<file path="config.mk">
export PLATFORM = sky130hd
export DESIGN_NAME = deadline_timer_table_core
export DESIGN_NICKNAME = d
export VERILOG_FILES = /design/src/hdl/dtt_pkg.sv /design/src/hdl/deadline_timer_table_core.sv /design/src/hdl/dtt_ram.sv /design/src/hdl/dtt_dp.sv /design/src/hdl/dtt_ctrl.sv
export VERILOG_INCLUDE_DIRS = /design/src /design/src/hdl
export SDC_FILE = /design/constraint.sdc
export NUM_CORES = 2
export LEC_CHECK = 0
export ABC_CLOCK_PERIOD_IN_PS = 17200
export BUFFER_PORTS_ARGS = -buffer_cell sky130_fd_sc_hd__buf_4
export CORE_UTILIZATION = 55
export DETAILED_ROUTE_END_ITERATION = 16
export GPL_TIMING_DRIVEN = 1
export HOLD_SLACK_MARGIN = 0.12
export PLACE_DENSITY_LB_ADDON = 0.2
export RECOVER_POWER = 100
export REMOVE_ABC_BUFFERS = 1
export SYNTH_ARGS = -nofsm -noshare
export SYNTH_HDL_FRONTEND = slang
export SYNTH_SLANG_ARGS = --single-unit
</file>
<file path="constraint.sdc">
create_clock -name clk_i -period 17.2 [get_ports clk_i]
set_input_delay 0.86 -clock clk_i [delete_from_list [all_inputs] [get_ports clk_i]]
set_output_delay 0.86 -clock clk_i [all_outputs]
set_load 0.05 [all_outputs]
</file>
<file path="src/hdl/assert_macros.svh">
// assertion macros shared by the deadline timer table rtl
// no dependencies; include by bare file name
`ifndef ASSERT_MACROS_SVH
`define ASSERT_MACROS_SVH
`ifndef ASSERT_OFF
`define ASSERT_PROP(lbl, clk, rstn, prop) \
  lbl: assert property (@(posedge clk) disable iff (!rstn) prop) \
    else $error("assertion failed");
`define ASSERT_NEVER(lbl, clk, rstn, cond) \
  lbl: assert property (@(posedge clk) disable iff (!rstn) !(cond)) \
    else $error("forbidden condition");
`else
`define ASSERT_PROP(lbl, clk, rstn, prop)
`define ASSERT_NEVER(lbl, clk, rstn, cond)
`endif
`endif

</file>
<file path="src/hdl/dtt_pkg.sv">
// types, codes and helpers of the deadline timer table
// no dependencies
package dtt_pkg;

  localparam int SLOTS_DEF = 16;
  localparam int MAX_OUT   = 16;
  localparam int TIME_W    = 48;
  localparam int IVL_W     = 32;
  localparam int SLOT_W    = 4;
  localparam int REQ_W     = 3;
  localparam int STAT_W    = 2;

  localparam logic [TIME_W-1:0] TIME_MAX = '1;

  localparam logic [REQ_W-1:0] REQ_ADD     = 3'd0;
  localparam logic [REQ_W-1:0] REQ_CANCEL  = 3'd1;
  localparam logic [REQ_W-1:0] REQ_REFRESH = 3'd2;
  localparam logic [REQ_W-1:0] REQ_RESET   = 3'd3;
  localparam logic [REQ_W-1:0] REQ_QUERY   = 3'd4;
  localparam logic [REQ_W-1:0] REQ_COLLECT = 3'd5;

  localparam logic [STAT_W-1:0] ST_OK      = 2'd0;
  localparam logic [STAT_W-1:0] ST_REFUSED = 2'd1;
  localparam logic [STAT_W-1:0] ST_FULL    = 2'd2;
  localparam logic [STAT_W-1:0] ST_NONE    = 2'd3;

  typedef enum logic [3:0] {
    S_IDLE, S_DISP, S_EDIT, S_SCAN, S_PSCAN, S_PUPD, S_EMIT, S_LIST
  } ctl_state_e;

  typedef struct packed {
    logic latch;
    logic scan_start;
    logic scan_step;
    logic add_exec;
    logic cancel_exec;
    logic rd_slot;
    logic refresh_exec;
    logic reset_exec;
    logic front_eval;
    logic query_eval;
    logic bad_eval;
    logic none_eval;
    logic rd_best;
    logic pick_exec;
    logic emit_one;
    logic emit_list;
  } dtt_cmd_t;

  typedef struct packed {
    logic [REQ_W-1:0] req;
    logic free_found;
    logic ok_slot;
    logic no_change;
    logic scan_done;
    logic found;
    logic pick_full;
    logic pick_empty;
    logic list_last;
    logic out_free;
  } dtt_sts_t;

  function automatic logic [TIME_W-1:0] sat_add(input logic [TIME_W-1:0] now,
                                                input logic [IVL_W-1:0] ivl);
    logic [TIME_W:0] s;
    s = {1'b0, now} + {{(TIME_W-IVL_W+1){1'b0}}, ivl};
    sat_add = s[TIME_W] ? TIME_MAX : s[TIME_W-1:0];
  endfunction

endpackage

</file>
<file path="src/hdl/deadline_timer_table_core.sv">
// a collect lists up to 16 due slots, one result per cycle while the output is not stalled
// throughput: one request at a time; each scan walks the deadline ram one slot per cycle
// reset: asynchronous active low, frees every slot and clears the front notice, no ram clearing
// top level of the deadline timer table; depends on dtt_pkg, dtt_ctrl, dtt_dp, dtt_ram
`include "assert_macros.svh"
module deadline_timer_table_core
  import dtt_pkg::*;
#(
  parameter int SLOTS = SLOTS_DEF
) (
  input  logic        clk_i,
  input  logic        rst_ni,
  input  logic        s_axis_tvalid,
  output logic        s_axis_tready,
  // now_ms[47:0], slot[51:48], interval_ms[83:52], recurring[84], restart flag[85], zero fill
  input  logic [87:0] s_axis_tdata,
  // req_type[2:0]
  input  logic [2:0]  s_axis_tuser,
  output logic        m_axis_tvalid,
  input  logic        m_axis_tready,
  // timer_slot[3:0], front flag[4], time_left[52:5], any_active[53], zero fill
  output logic [55:0] m_axis_tdata,
  // status[1:0]
  output logic [1:0]  m_axis_tuser,
  output logic        m_axis_tlast
);

  dtt_cmd_t          cmd;
  dtt_sts_t          sts;
  logic [SLOT_W-1:0] res_slot;
  logic              res_front, res_any;
  logic [TIME_W-1:0] res_left;

  // sequencer: accepts an item only when idle
  dtt_ctrl u_ctrl (
    .clk_i      (clk_i),
    .rst_ni     (rst_ni),
    .in_valid_i (s_axis_tvalid),
    .in_ready_o (s_axis_tready),
    .sts_i      (sts),
    .cmd_o      (cmd)
  );

  // slot state, scan unit and the output register
  dtt_dp #(.SLOTS(SLOTS)) u_dp (
    .clk_i        (clk_i),
    .rst_ni       (rst_ni),
    .cmd_i        (cmd),
    .sts_o        (sts),
    .req_i        (s_axis_tuser),
    .now_i        (s_axis_tdata[47:0]),
    .slot_i       (s_axis_tdata[51:48]),
    .ivl_i        (s_axis_tdata[83:52]),
    .rec_i        (s_axis_tdata[84]),
    .fnow_i       (s_axis_tdata[85]),
    .out_ready_i  (m_axis_tready),
    .out_valid_o  (m_axis_tvalid),
    .out_status_o (m_axis_tuser),
    .out_slot_o   (res_slot),
    .out_front_o  (res_front),
    .out_left_o   (res_left),
    .out_any_o    (res_any),
    .out_last_o   (m_axis_tlast)
  );

  assign m_axis_tdata = {2'b00, res_any, res_left, res_front, res_slot};

  // an accepted item blocks the input until its results are produced
  `ASSERT_PROP(a_accept_blocks, clk_i, rst_ni, s_axis_tvalid && s_axis_tready |=> !s_axis_tready)
  // the result list of a collect is delivered without gaps
  `ASSERT_PROP(a_list_gapless, clk_i, rst_ni, m_axis_tvalid && m_axis_tready && !m_axis_tlast |=> m_axis_tvalid)
  // a front notice only comes with a successful arm
  `ASSERT_NEVER(a_front_ok, clk_i, rst_ni, m_axis_tvalid && m_axis_tdata[4] && (m_axis_tuser != ST_OK))

endmodule

</file>
<file path="src/hdl/dtt_ram.sv">
// generic single write port ram with registered read
// no dependencies
module dtt_ram #(
  parameter int WIDTH = 8,
  parameter int DEPTH = 16
) (
  input  logic                     clk_i,
  input  logic                     we_i,
  input  logic [$clog2(DEPTH)-1:0] waddr_i,
  input  logic [WIDTH-1:0]         wdata_i,
  input  logic [$clog2(DEPTH)-1:0] raddr_i,
  output logic [WIDTH-1:0]         rdata_o
);

  logic [WIDTH-1:0] mem_q [DEPTH];
  logic [WIDTH-1:0] rdata_q;

  always_ff @(posedge clk_i) begin
    if (we_i) begin
      mem_q[waddr_i] <= wdata_i;
    end
    rdata_q <= mem_q[raddr_i];
  end

  assign rdata_o = rdata_q;

endmodule

</file>
<file path="src/hdl/dtt_dp.sv">
// datapath: slot state, deadline and interval rams, scan unit, pick list, result register
// depends on dtt_pkg and dtt_ram
module dtt_dp
  import dtt_pkg::*;
#(
  parameter int SLOTS = SLOTS_DEF
) (
  input  logic              clk_i,
  input  logic              rst_ni,
  input  dtt_cmd_t          cmd_i,
  output dtt_sts_t          sts_o,
  input  logic [REQ_W-1:0]  req_i,
  input  logic [TIME_W-1:0] now_i,
  input  logic [SLOT_W-1:0] slot_i,
  input  logic [IVL_W-1:0]  ivl_i,
  input  logic              rec_i,
  input  logic              fnow_i,
  input  logic              out_ready_i,
  output logic              out_valid_o,
  output logic [STAT_W-1:0] out_status_o,
  output logic [SLOT_W-1:0] out_slot_o,
  output logic              out_front_o,
  output logic [TIME_W-1:0] out_left_o,
  output logic              out_any_o,
  output logic              out_last_o
);

  localparam int SW  = $clog2(SLOTS);
  localparam int CW  = $clog2(SLOTS + 1);
  localparam int PCW = $clog2(MAX_OUT + 1);
  localparam int PIW = $clog2(MAX_OUT);

  // latched request
  logic [REQ_W-1:0]  req_q;
  logic [TIME_W-1:0] now_q;
  logic [SLOT_W-1:0] slot_q;
  logic [IVL_W-1:0]  ivl_q;
  logic              rec_q, fnow_q;

  logic [SLOTS-1:0]  active_q, picked_q;
  logic              fn_q;
  logic [SW-1:0]     pick_q [MAX_OUT];
  logic [PCW-1:0]    pcnt_q, eptr_q;
  logic [CW-1:0]     scan_cnt_q;
  logic              rd_vld_q, best_vld_q;
  logic [SW-1:0]     rd_idx_q, best_idx_q, tgt_q;
  logic [TIME_W-1:0] best_d_q;

  logic [STAT_W-1:0] res_st_q;
  logic [SLOT_W-1:0] res_slot_q;
  logic              res_front_q;
  logic [TIME_W-1:0] res_tl_q;

  logic              out_vld_q, out_front_q, out_any_q, out_last_q;
  logic [STAT_W-1:0] out_st_q;
  logic [SLOT_W-1:0] out_slot_q;
  logic [TIME_W-1:0] out_tl_q;

  logic [SW-1:0]      slot_idx, free_idx, rd_addr, waddr;
  logic               free_found, ok_slot, no_change, cand, out_free, list_last;
  logic               dl_we, iv_we;
  logic [TIME_W-1:0]  dl_wd, dl_rd;
  logic [IVL_W:0]     iv_wd, iv_rd;

  assign slot_idx = SW'(slot_q);
  assign ok_slot  = (int'(slot_q) < SLOTS) && active_q[slot_idx];
  assign no_change = (ivl_q == iv_rd[IVL_W-1:0]) && !fnow_q;
  assign out_free  = !out_vld_q || out_ready_i;
  assign list_last = (eptr_q == pcnt_q - PCW'(1));

  // lowest free slot
  always_comb begin
    free_idx   = '0;
    free_found = 1'b0;
    for (int i = SLOTS - 1; i >= 0; i--) begin
      if (!active_q[i]) begin
        free_idx   = SW'(i);
        free_found = 1'b1;
      end
    end
  end

  // candidate for the running minimum
  assign cand = rd_vld_q && active_q[rd_idx_q] &&
                ((req_q != REQ_COLLECT) || ((dl_rd <= now_q) && !picked_q[rd_idx_q]));

  always_comb begin
    if (cmd_i.rd_slot) begin
      rd_addr = slot_idx;
    end else if (cmd_i.rd_best) begin
      rd_addr = best_idx_q;
    end else begin
      rd_addr = scan_cnt_q[SW-1:0];
    end
  end

  always_comb begin
    dl_we = 1'b0;
    iv_we = 1'b0;
    waddr = free_idx;
    dl_wd = sat_add(now_q, ivl_q);
    iv_wd = {rec_q, ivl_q};
    if (cmd_i.add_exec && free_found) begin
      dl_we = 1'b1;
      iv_we = 1'b1;
    end
    if (cmd_i.refresh_exec && ok_slot) begin
      waddr = slot_idx;
      dl_we = 1'b1;
      dl_wd = sat_add(now_q, iv_rd[IVL_W-1:0]);
    end
    if (cmd_i.reset_exec && ok_slot && !no_change) begin
      waddr = slot_idx;
      iv_we = 1'b1;
      iv_wd = {iv_rd[IVL_W], ivl_q};
      dl_we = fnow_q;
    end
    if (cmd_i.pick_exec) begin
      waddr = best_idx_q;
      dl_we = iv_rd[IVL_W];
      dl_wd = sat_add(now_q, iv_rd[IVL_W-1:0]);
    end
  end

  dtt_ram #(.WIDTH(TIME_W), .DEPTH(SLOTS)) u_dl_ram (
    .clk_i   (clk_i),
    .we_i    (dl_we),
    .waddr_i (waddr),
    .wdata_i (dl_wd),
    .raddr_i (rd_addr),
    .rdata_o (dl_rd)
  );

  // recurring mark rides in the top bit of the interval word
  dtt_ram #(.WIDTH(IVL_W + 1), .DEPTH(SLOTS)) u_iv_ram (
    .clk_i   (clk_i),
    .we_i    (iv_we),
    .waddr_i (waddr),
    .wdata_i (iv_wd),
    .raddr_i (rd_addr),
    .rdata_o (iv_rd)
  );

  // payload registers
  always_ff @(posedge clk_i) begin
    if (cmd_i.latch) begin
      req_q  <= req_i;
      now_q  <= now_i;
      slot_q <= slot_i;
      ivl_q  <= ivl_i;
      rec_q  <= rec_i;
      fnow_q <= fnow_i;
    end
    if (cmd_i.scan_step && scan_cnt_q != CW'(SLOTS)) begin
      rd_idx_q <= scan_cnt_q[SW-1:0];
    end
    if (cmd_i.scan_step && cand && (!best_vld_q || dl_rd < best_d_q)) begin
      best_idx_q <= rd_idx_q;
      best_d_q   <= dl_rd;
    end
    if (cmd_i.add_exec) begin
      tgt_q <= free_idx;
    end
    if (cmd_i.reset_exec) begin
      tgt_q <= slot_idx;
    end
    if (cmd_i.pick_exec) begin
      pick_q[pcnt_q[PIW-1:0]] <= best_idx_q;
    end
    if (cmd_i.latch) begin
      res_front_q <= 1'b0;
      res_tl_q    <= '0;
    end
    if (cmd_i.add_exec) begin
      res_st_q   <= free_found ? ST_OK : ST_FULL;
      res_slot_q <= free_found ? SLOT_W'(free_idx) : '0;
    end
    if (cmd_i.cancel_exec || cmd_i.refresh_exec) begin
      res_st_q   <= ok_slot ? ST_OK : ST_REFUSED;
      res_slot_q <= slot_q;
    end
    if (cmd_i.reset_exec) begin
      res_st_q   <= (ok_slot && !no_change) ? ST_OK : ST_REFUSED;
      res_slot_q <= slot_q;
    end
    if (cmd_i.front_eval) begin
      res_front_q <= best_vld_q && (best_idx_q == tgt_q) && !fn_q;
    end
    if (cmd_i.query_eval) begin
      res_slot_q <= '0;
      if (best_vld_q) begin
        res_st_q <= ST_OK;
        res_tl_q <= (best_d_q > now_q) ? best_d_q - now_q : '0;
      end else begin
        res_st_q <= ST_NONE;
        res_tl_q <= TIME_MAX;
      end
    end
    if (cmd_i.bad_eval) begin
      res_st_q   <= ST_REFUSED;
      res_slot_q <= '0;
    end
    if (cmd_i.none_eval) begin
      res_st_q   <= ST_NONE;
      res_slot_q <= '0;
    end
    if (cmd_i.emit_one) begin
      out_st_q    <= res_st_q;
      out_slot_q  <= res_slot_q;
      out_front_q <= res_front_q;
      out_tl_q    <= res_tl_q;
      out_any_q   <= |active_q;
      out_last_q  <= 1'b1;
    end
    if (cmd_i.emit_list) begin
      out_st_q    <= ST_OK;
      out_slot_q  <= SLOT_W'(pick_q[eptr_q[PIW-1:0]]);
      out_front_q <= 1'b0;
      out_tl_q    <= '0;
      out_any_q   <= |active_q;
      out_last_q  <= list_last;
    end
  end

  // control registers
  always_ff @(posedge clk_i or negedge rst_ni) begin
    if (!rst_ni) begin
      active_q   <= '0;
      picked_q   <= '0;
      fn_q       <= 1'b0;
      pcnt_q     <= '0;
      eptr_q     <= '0;
      scan_cnt_q <= '0;
      rd_vld_q   <= 1'b0;
      best_vld_q <= 1'b0;
      out_vld_q  <= 1'b0;
    end else begin
      if (cmd_i.latch) begin
        picked_q <= '0;
        pcnt_q   <= '0;
        eptr_q   <= '0;
      end
      if (cmd_i.scan_start) begin
        scan_cnt_q <= '0;
        rd_vld_q   <= 1'b0;
        best_vld_q <= 1'b0;
      end
      if (cmd_i.scan_step) begin
        if (scan_cnt_q != CW'(SLOTS)) begin
          scan_cnt_q <= scan_cnt_q + CW'(1);
          rd_vld_q   <= 1'b1;
        end else begin
          rd_vld_q <= 1'b0;
        end
        if (cand && (!best_vld_q || dl_rd < best_d_q)) begin
          best_vld_q <= 1'b1;
        end
      end
      if (cmd_i.add_exec && free_found) begin
        active_q[free_idx] <= 1'b1;
      end
      if (cmd_i.cancel_exec && ok_slot) begin
        active_q[slot_idx] <= 1'b0;
      end
      if (cmd_i.front_eval && best_vld_q && (best_idx_q == tgt_q) && !fn_q) begin
        fn_q <= 1'b1;
      end
      if (cmd_i.query_eval) begin
        fn_q <= 1'b0;
      end
      if (cmd_i.pick_exec) begin
        if (!iv_rd[IVL_W]) begin
          active_q[best_idx_q] <= 1'b0;
        end
        picked_q[best_idx_q] <= 1'b1;
        pcnt_q <= pcnt_q + PCW'(1);
      end
      if (cmd_i.emit_list) begin
        eptr_q <= eptr_q + PCW'(1);
      end
      if (cmd_i.emit_one || cmd_i.emit_list) begin
        out_vld_q <= 1'b1;
      end else if (out_ready_i) begin
        out_vld_q <= 1'b0;
      end
    end
  end

  always_comb begin
    sts_o.req        = req_q;
    sts_o.free_found = free_found;
    sts_o.ok_slot    = ok_slot;
    sts_o.no_change  = no_change;
    sts_o.scan_done  = (scan_cnt_q == CW'(SLOTS)) && !rd_vld_q;
    sts_o.found      = best_vld_q;
    sts_o.pick_full  = (pcnt_q == PCW'(MAX_OUT - 1));
    sts_o.pick_empty = (pcnt_q == '0);
    sts_o.list_last  = list_last;
    sts_o.out_free   = out_free;
  end

  assign out_valid_o  = out_vld_q;
  assign out_status_o = out_st_q;
  assign out_slot_o   = out_slot_q;
  assign out_front_o  = out_front_q;
  assign out_left_o   = out_tl_q;
  assign out_any_o    = out_any_q;
  assign out_last_o   = out_last_q;

endmodule

</file>
<file path="src/hdl/dtt_ctrl.sv">
// controller state machine sequencing requests over the datapath
// depends on dtt_pkg
module dtt_ctrl
  import dtt_pkg::*;
(
  input  logic     clk_i,
  input  logic     rst_ni,
  input  logic     in_valid_i,
  output logic     in_ready_o,
  input  dtt_sts_t sts_i,
  output dtt_cmd_t cmd_o
);

  ctl_state_e state_q, state_d;

  always_ff @(posedge clk_i or negedge rst_ni) begin
    if (!rst_ni) begin
      state_q <= S_IDLE;
    end else begin
      state_q <= state_d;
    end
  end

  always_comb begin
    state_d = state_q;
    case (state_q)
      S_IDLE: begin
        if (in_valid_i) state_d = S_DISP;
      end
      S_DISP: begin
        case (sts_i.req)
          REQ_ADD:                state_d = sts_i.free_found ? S_SCAN : S_EMIT;
          REQ_REFRESH, REQ_RESET: state_d = S_EDIT;
          REQ_QUERY:              state_d = S_SCAN;
          REQ_COLLECT:            state_d = S_PSCAN;
          default:                state_d = S_EMIT;
        endcase
      end
      S_EDIT: begin
        if (sts_i.req == REQ_RESET && sts_i.ok_slot && !sts_i.no_change) begin
          state_d = S_SCAN;
        end else begin
          state_d = S_EMIT;
        end
      end
      S_SCAN: begin
        if (sts_i.scan_done) state_d = S_EMIT;
      end
      S_PSCAN: begin
        if (sts_i.scan_done) begin
          if (sts_i.found) state_d = S_PUPD;
          else if (sts_i.pick_empty) state_d = S_EMIT;
          else state_d = S_LIST;
        end
      end
      S_PUPD: begin
        state_d = sts_i.pick_full ? S_LIST : S_PSCAN;
      end
      S_EMIT: begin
        if (sts_i.out_free) state_d = S_IDLE;
      end
      S_LIST: begin
        if (sts_i.out_free && sts_i.list_last) state_d = S_IDLE;
      end
      default: state_d = S_IDLE;
    endcase
  end

  always_comb begin
    cmd_o      = '0;
    in_ready_o = 1'b0;
    case (state_q)
      S_IDLE: begin
        in_ready_o  = 1'b1;
        cmd_o.latch = in_valid_i;
      end
      S_DISP: begin
        case (sts_i.req)
          REQ_ADD: begin
            cmd_o.add_exec   = 1'b1;
            cmd_o.scan_start = sts_i.free_found;
          end
          REQ_CANCEL:             cmd_o.cancel_exec = 1'b1;
          REQ_REFRESH, REQ_RESET: cmd_o.rd_slot = 1'b1;
          REQ_QUERY, REQ_COLLECT: cmd_o.scan_start = 1'b1;
          default:                cmd_o.bad_eval = 1'b1;
        endcase
      end
      S_EDIT: begin
        if (sts_i.req == REQ_REFRESH) begin
          cmd_o.refresh_exec = 1'b1;
        end else begin
          cmd_o.reset_exec = 1'b1;
          cmd_o.scan_start = sts_i.ok_slot && !sts_i.no_change;
        end
      end
      S_SCAN: begin
        cmd_o.scan_step = 1'b1;
        if (sts_i.scan_done) begin
          if (sts_i.req == REQ_QUERY) cmd_o.query_eval = 1'b1;
          else cmd_o.front_eval = 1'b1;
        end
      end
      S_PSCAN: begin
        cmd_o.scan_step = 1'b1;
        if (sts_i.scan_done) begin
          cmd_o.rd_best   = sts_i.found;
          cmd_o.none_eval = !sts_i.found && sts_i.pick_empty;
        end
      end
      S_PUPD: begin
        cmd_o.pick_exec  = 1'b1;
        cmd_o.scan_start = !sts_i.pick_full;
      end
      S_EMIT:  cmd_o.emit_one = sts_i.out_free;
      S_LIST:  cmd_o.emit_list = sts_i.out_free;
      default: cmd_o = '0;
    endcase
  end

endmodule
</file>
**After elaboration in Yosys (flattened, before gate mapping)**

Memories as Yosys holds them, arrays and structs flattened. A register that Yosys moved wholly into a read port is not among the register bits.
Cells that the tools add are included.

- Memories kept: 3
- Output and inout port bits: 61
- Bits of input ports: 95
- Word-level logic and storage cells: 294
- Register bits after elaboration: 316
- RAM bits: 1360

- Mux-type cells: 150
- Add/subtract/negate cells: 7
- Equal/unequal tests: 24
- Bitwise logic cells: 6
- Reductions and logical operators: 63
- Magnitude comparators: 10

Memory list:

| memory | words | width | read ports | clocked after memory_dff | wr ports | line | source |
|---|---|---|---|---|---|---|---|
| u_dp.u_dl_ram.mem_q | 16 | 48 | 1 | 1 | 1 | dtt_ram.sv:15 | `logic [WIDTH-1:0] mem_q [DEPTH];` |
| u_dp.u_iv_ram.mem_q | 16 | 33 | 1 | 1 | 1 | dtt_ram.sv:15 |  |
| u_dp.pick_q | 16 | 4 | 1 | 0 | 1 | dtt_dp.sv:42 | `logic [SW-1:0] pick_q [MAX_OUT];` |

Operators with widths:

| kind | number |
|---|---|
| $mux 48 | 8 |
| $mux 4 | 35 |
| $add 48x32->49 | 2 |
| $mux 16 | 6 |
| $mux 1 | 68 |
| $gt 48x48->1 | 1 |
| $le 48x48->1 | 1 |
| $lt 48x48->1 | 1 |
| $sub 48x48->48 | 1 |
| $mux 33 | 1 |
| $and 16x16->16 | 2 |
| $eq 32x32->1 | 1 |
| $not 16->16 | 2 |
| $or 16x16->16 | 2 |
| $pmux 4 s8 | 1 |
| $mux 5 | 6 |
| $logic_and 1x1->1 | 27 |
| $mux 2 | 13 |
| $lt 4x5->1 const B | 4 |
| $reduce_bool 2->1 | 9 |
| $eq 4x3->1 const B | 4 |
| $pmux 4 s4 | 1 |
| $reduce_or 16->1 | 1 |
| $add 5x1->5 const B | 3 |
| other kinds (32) | 60 |

**Depth between registers and ports, before layout**

- Depth in word-level cells: 27
- Mapped depth: 16
- Mapped depth without buffers: 14

**Hierarchy**

From an unflattened synthesis, not the netlist that was laid out.

- Cell total of the unflattened synthesis: 4513
- Area total of the unflattened synthesis: 74870.6 µm²

By module, submodules not included:

| module | cells an instance | area each (µm²) | sequential area each (µm²) | instances |
|---|---|---|---|---|
| dtt_ram (u_dp.u_dl_ram) | 1242 | 29691.0 | 24023.0 | 1 |
| dtt_dp | 2329 | 24001.8 | 10465.0 | 1 |
| dtt_ram (u_dp.u_iv_ram) | 864 | 20631.0 | 16515.8 | 1 |
| dtt_ctrl | 73 | 513.0 | 75.1 | 1 |
| deadline_timer_table_core | 5 | 33.8 | 0.0 | 1 |

**Worst setup path before layout**

No wires, ideal clock.

- Kind: register to register
- Start point: register u_dp.now_q[41]
- End point: register u_dp.best_d_q[0], enable pin
- Arrival time: 6.210 ns
- Setup slack: 10.447 ns
- Stages on the path, launching flop included: 12
- Buffers on the path: 0
- Setup time: 0.543 ns
- Required time: 16.657 ns
- Period minus slack after synthesis: 6.753 ns
- Cells stage by stage: edfxtp_1 -> inv_1 -> ha_1 -> a21o_1 -> a21o_1 -> a21oi_1 -> nor2_1 -> a2111oi_0 -> nand2_1 -> o311ai_0 -> nor2_1 -> a211oi_1

- Word-level cells in the longest chain between the ends: 6

RTL lines:

| element | line | source |
|---|---|---|
| from (decl) | dtt_dp.sv:35 | `logic [TIME_W-1:0] now_q;` |
| from (signal assigned) | dtt_dp.sv:148 | `now_q <= now_i;` |
| $le 48x48->1 | dtt_dp.sv:85 | `((req_q != REQ_COLLECT) \|\| ((dl_rd <= now_q) && !picked_q[rd_idx_q]));` |
| $logic_and 1x1->1 | dtt_dp.sv:85 |  |
| $logic_or 1x1->1 | dtt_dp.sv:85 |  |
| $logic_and 1x1->1 | dtt_dp.sv:84 | `assign cand = rd_vld_q && active_q[rd_idx_q] &&` |
| $logic_and 1x1->1 (2 in series) | dtt_dp.sv:157 | `if (cmd_i.scan_step && cand && (!best_vld_q \|\| dl_rd < best_d_q)) begin` |
| to (signal assigned) | dtt_dp.sv:159 | `best_d_q <= dl_rd;` |
| to (decl) | dtt_dp.sv:47 | `logic [TIME_W-1:0] best_d_q;` |

No other way between the ends.
A chain may end at the register's enable or synchronous reset.

**Final worst setup path**

- Start point: register u_ctrl.state_q[0]
- End point: register u_dp.u_iv_ram.rdata_q[8] (netlist: u_dp.u_iv_ram.rdata_o[8]), read port of u_dp.u_iv_ram.mem_q

- Word-level cells in the longest chain between the ends: 4
- Elaborated cells between the ends (all ways): 6
- Classes of those cells: eq/ne: 2; mux: 4

RTL lines:

| element | line | source |
|---|---|---|
| from (decl) | dtt_ctrl.sv:14 | `ctl_state_e state_q, state_d;` |
| from (signal assigned) | dtt_ctrl.sv:20 | `state_q <= state_d;` |
| $eq 4x3->1 | dtt_ctrl.sv:72 | `case (state_q)` |
| $mux 2 | dtt_ctrl.sv:72 |  |
| $mux 4 | dtt_dp.sv:90 | `end else if (cmd_i.rd_best) begin` |
| $mux 4 (*) | dtt_dp.sv:88 | `if (cmd_i.rd_slot) begin` |
| to (decl) | dtt_ram.sv:16 | `logic [WIDTH-1:0] rdata_q;` |

Every way passes the cells marked *; elsewhere a longest branch is shown, timed or not.

==> results.md <==
* Period utilization at 55.0%
* Worst Path Required at 17.84 ns
* Syn avg cell area at 16.3 µm²
* Port bufs at 151
* DRC viols at 0
* Initial core utilization at 55.6%
* Final instance area at 83700 µm²
* Std-Cell Rows at 135
* Final worst setup slack at 7.75 ns
* Synth Register Bits at 1756
* Clk slew on worst S/H paths at 0.06 ns
* Layout Skew at 0.0510 ns
* Initial antenna violation count at 4
* Area of the die at 139000 µm²
* CORE AREA at 136000 µm²
* Leak at 28.8 nW
* Post-placement setup slack at 11.67 ns
* Root buffer cell: clkbuf_16
* Final min period at 9.45 ns
* Hold slack at 0.238 ns
* Most common flop cell mapped by yosys: edfxtp_1
* Later-pin clock latency in the skew report at 0.82 ns
* First-pass iteration count of the detailed router at 6
* Fillcell total at 10200
* Post-synthesis sequential area ratio at 67.7%
* Commonest non-fill, non-tap cell in the layout: edfxtp_1
* Clock sinks at 1756
* Outcome: finished with violations
* Max-cap violations at 52
* Max frequency at 106 MHz
* Max rail drop VDD at 0.125 mV
* Placed cell count at 6443
* Max clock buf depth at 3
* Worst Hold End: u_dp.now_q[21]$_DFFE_PP_
* PwrDens at 160 nW/µm²
* Post-detail-place hpwl at 111000 µm
* Clock buffer count from CTS at 175
* R2R setup slack at 7.75 ns
* RSZ-0062 raised after global routing: false
* Drt via density at 6.23
* Vias in the first global route at 41700
* Fraction of layout cells with a size suffix above 1 at 15.1%
* Reg-to-Reg End: u_dp.u_iv_ram.rdata_o[8]$_DFF_P_
* Final cell count without fillers at 6774
* Wire per inst at 27.4 µm
* Fin util at 61.6%
* Failing checks: capacitance limit, slew limit
* Depth of the most critical reg-to-reg path at 11
* Hold path start: s_axis_tdata[21]
* Mapped Cells at 4624
* Arr. time, crit path at 10.09 ns
* Max Slew Vio Count at 1874
* Final #Nets at 5154
* Die Ht at 372 µm
* Ys async rst share at 3.08%
* Most frequent cells in the layout: edfxtp_1 (1564), mux4_2 (357), nand2_1 (284)
* CTS H-Tree Depth at 4
* CP Capture Type: flip-flop
* Post-Route WL at 186000 µm
* EDFF count, synth at 1564
* Netlist cell types at 92
* Placement Cell Area at 78700 µm²
* DRT antenna net count at 0
* Largest net degree at the start of global routing at 149
* Max-slew headroom at -207%
* GPL Wtd Cong at 0.914
* Post-layout power at 13.4 mW
* ANT cells at 0
* Syn-to-layout area delta at 10.9%
* Total negative setup slack at 0 ns
* Final Hold Vio Count at 0
* Final Setup Violations at 0
* GRT Resource Usage Total at 27.0%
* Die Wd at 372 µm
* Post-CTS setup buffers at 0
* Number of gates resized after cts at 0
* CTS tree: done
* DRT iter0 DRCs at 4115
* Post-Syn Area at 75400 µm²
* Cts hold-fix bufs at 0
* Ports at 156
* Slew @ Worst Pin at 4.60 ns
* Critical path origin: u_ctrl.state_q[0]$_DFFE_PN0P_
* First-pass GRT wire length at 273000 µm
* Worst r2r src: u_ctrl.state_q[0]$_DFFE_PN0P_
* Synth Warn # at 0
* Worst Hold Depth at 1
* CP startpoint kind: flip-flop
* Total gr overflow at 0
* Via count at 42200
* Min-Delay Path Class: in -> reg
* Critical path class: reg -> reg
* Crit path max fanout at 68
==> sequential cells by signal, summed over array words and instances, names as in the netlist, 5 cells and up <==
register               flops
u_dp.u_dl_ram.mem_q      768
u_dp.u_iv_ram.mem_q      528
u_dp.pick_q               64
u_dp.best_d_q             48
u_dp.now_q                48
u_dp.out_left_o           48
u_dp.res_tl_q             48
u_dp.u_dl_ram.rdata_o     48
u_dp.u_iv_ram.rdata_o     33
u_dp.ivl_q                32
u_dp.active_q             16
u_dp.picked_q             16
u_dp.eptr_q                5
u_dp.pcnt_q                5
u_dp.scan_cnt_q            5
==> power breakdown <==
group / switching, mW / internal, mW / leakage (nW)
clock: 1.63 / 2.06 / 2.74
combinational: 2.41 / 1.57 / 10.0
sequential: 0.376 / 5.36 / 16.0
total: 4.42 / 8.98 / 28.8
==> cells by family after synthesis <==
kind of cell,count (synthesis),share of synthesized area (%)
AND/OR/NAND/NOR,866,5.71
other,1,0.00497
adder cells (fa/ha/maj),219,3.66
AO/OA/AOI/OAI,836,7.05
multiplexers,459,12.0
buffers and inverters,342,2.16
XOR/XNOR,145,1.68
flip-flops,1756,67.7
==> critical path, stage by stage (launching register included) <==
cell      delay, ns
dfrtp_2        0.35
clkbuf_1       2.17
nor3b_1        0.35
and3_1         0.45
mux2i_1        0.15
o21ai_0        2.86
buf_4          1.01
buf_4          0.82
mux4_2         0.41
nor2b_1        0.14
a211oi_1       0.39
a21oi_1        0.08
==> metal layers <==
layer	GRT usage, %	up-vias	wire length (µm)
met2	42.6	1698	86900
met5	0	-	0
met1	39.6	21500	80300
met4	6.15	0	3840
li1	-	18700	-
met3	4.75	254	14700
==> cells in the mapped netlist, drive strengths merged (6+ instances only) <==
master	n	area share [%]
edfxtp	1564	62
mux4	357	11
nand2	286	1.4
a21oi	269	1.8
ha	216	3.6
nor2	175	0.87
o21ai	175	1.2
inv	139	0.69
dfxtp	138	3.7
buf	106	0.99
nor2b	105	0.87
a211oi	98	1.0
clkbuf	97	0.48
mux2i	93	1.2
a21o	92	0.92
xor2	82	0.95
xnor2	63	0.73
nand3b	56	0.56
dfrtp	54	1.8
nand3	54	0.36
nand4	46	0.38
nor3	37	0.26
a22oi	35	0.37
nor4	21	0.21
o21a	21	0.21
nand2b	20	0.17
a221oi	19	0.23
o31ai	18	0.19
and2	16	0.13
and3	15	0.12
a21boi	13	0.13
a31oi	12	0.099
o211ai	12	0.12
o21bai	12	0.12
a22o	10	0.12
mux2	9	0.13
and4	7	0.081
o31a	7	0.081
or3	7	0.058
nor3b	6	0.060
==> cell type report <==
type                    count  area (µm²)  area share, %
multi-input cells        2527       22900           27.3
repair buffers            241        1320           1.57
well taps                1781        2230           2.66
inverters                 139         523          0.625
clock inverters            72         679          0.812
clock buffers             258        4970           5.94
flip-flops and latches   1756       51100           61.1
==> worst max path at each step <==
stage / cells after the start / end
3_3_place_gp: 11 / u_dp.u_dl_ram.mem_q[12][9]$_DFFE_PP_
2_1_floorplan: 8 / u_dp.u_dl_ram.rdata_o[0]$_DFF_P_
4_1_cts: 10 / u_dp.u_dl_ram.mem_q[0][40]$_DFFE_PP_
5_1_grt: 11 / u_dp.u_iv_ram.rdata_o[8]$_DFF_P_
6_report: 11 / u_dp.u_iv_ram.rdata_o[8]$_DFF_P_
3_5_place_dp: 11 / u_dp.u_dl_ram.mem_q[1][9]$_DFFE_PP_
(Power assumes the default switching activity.)
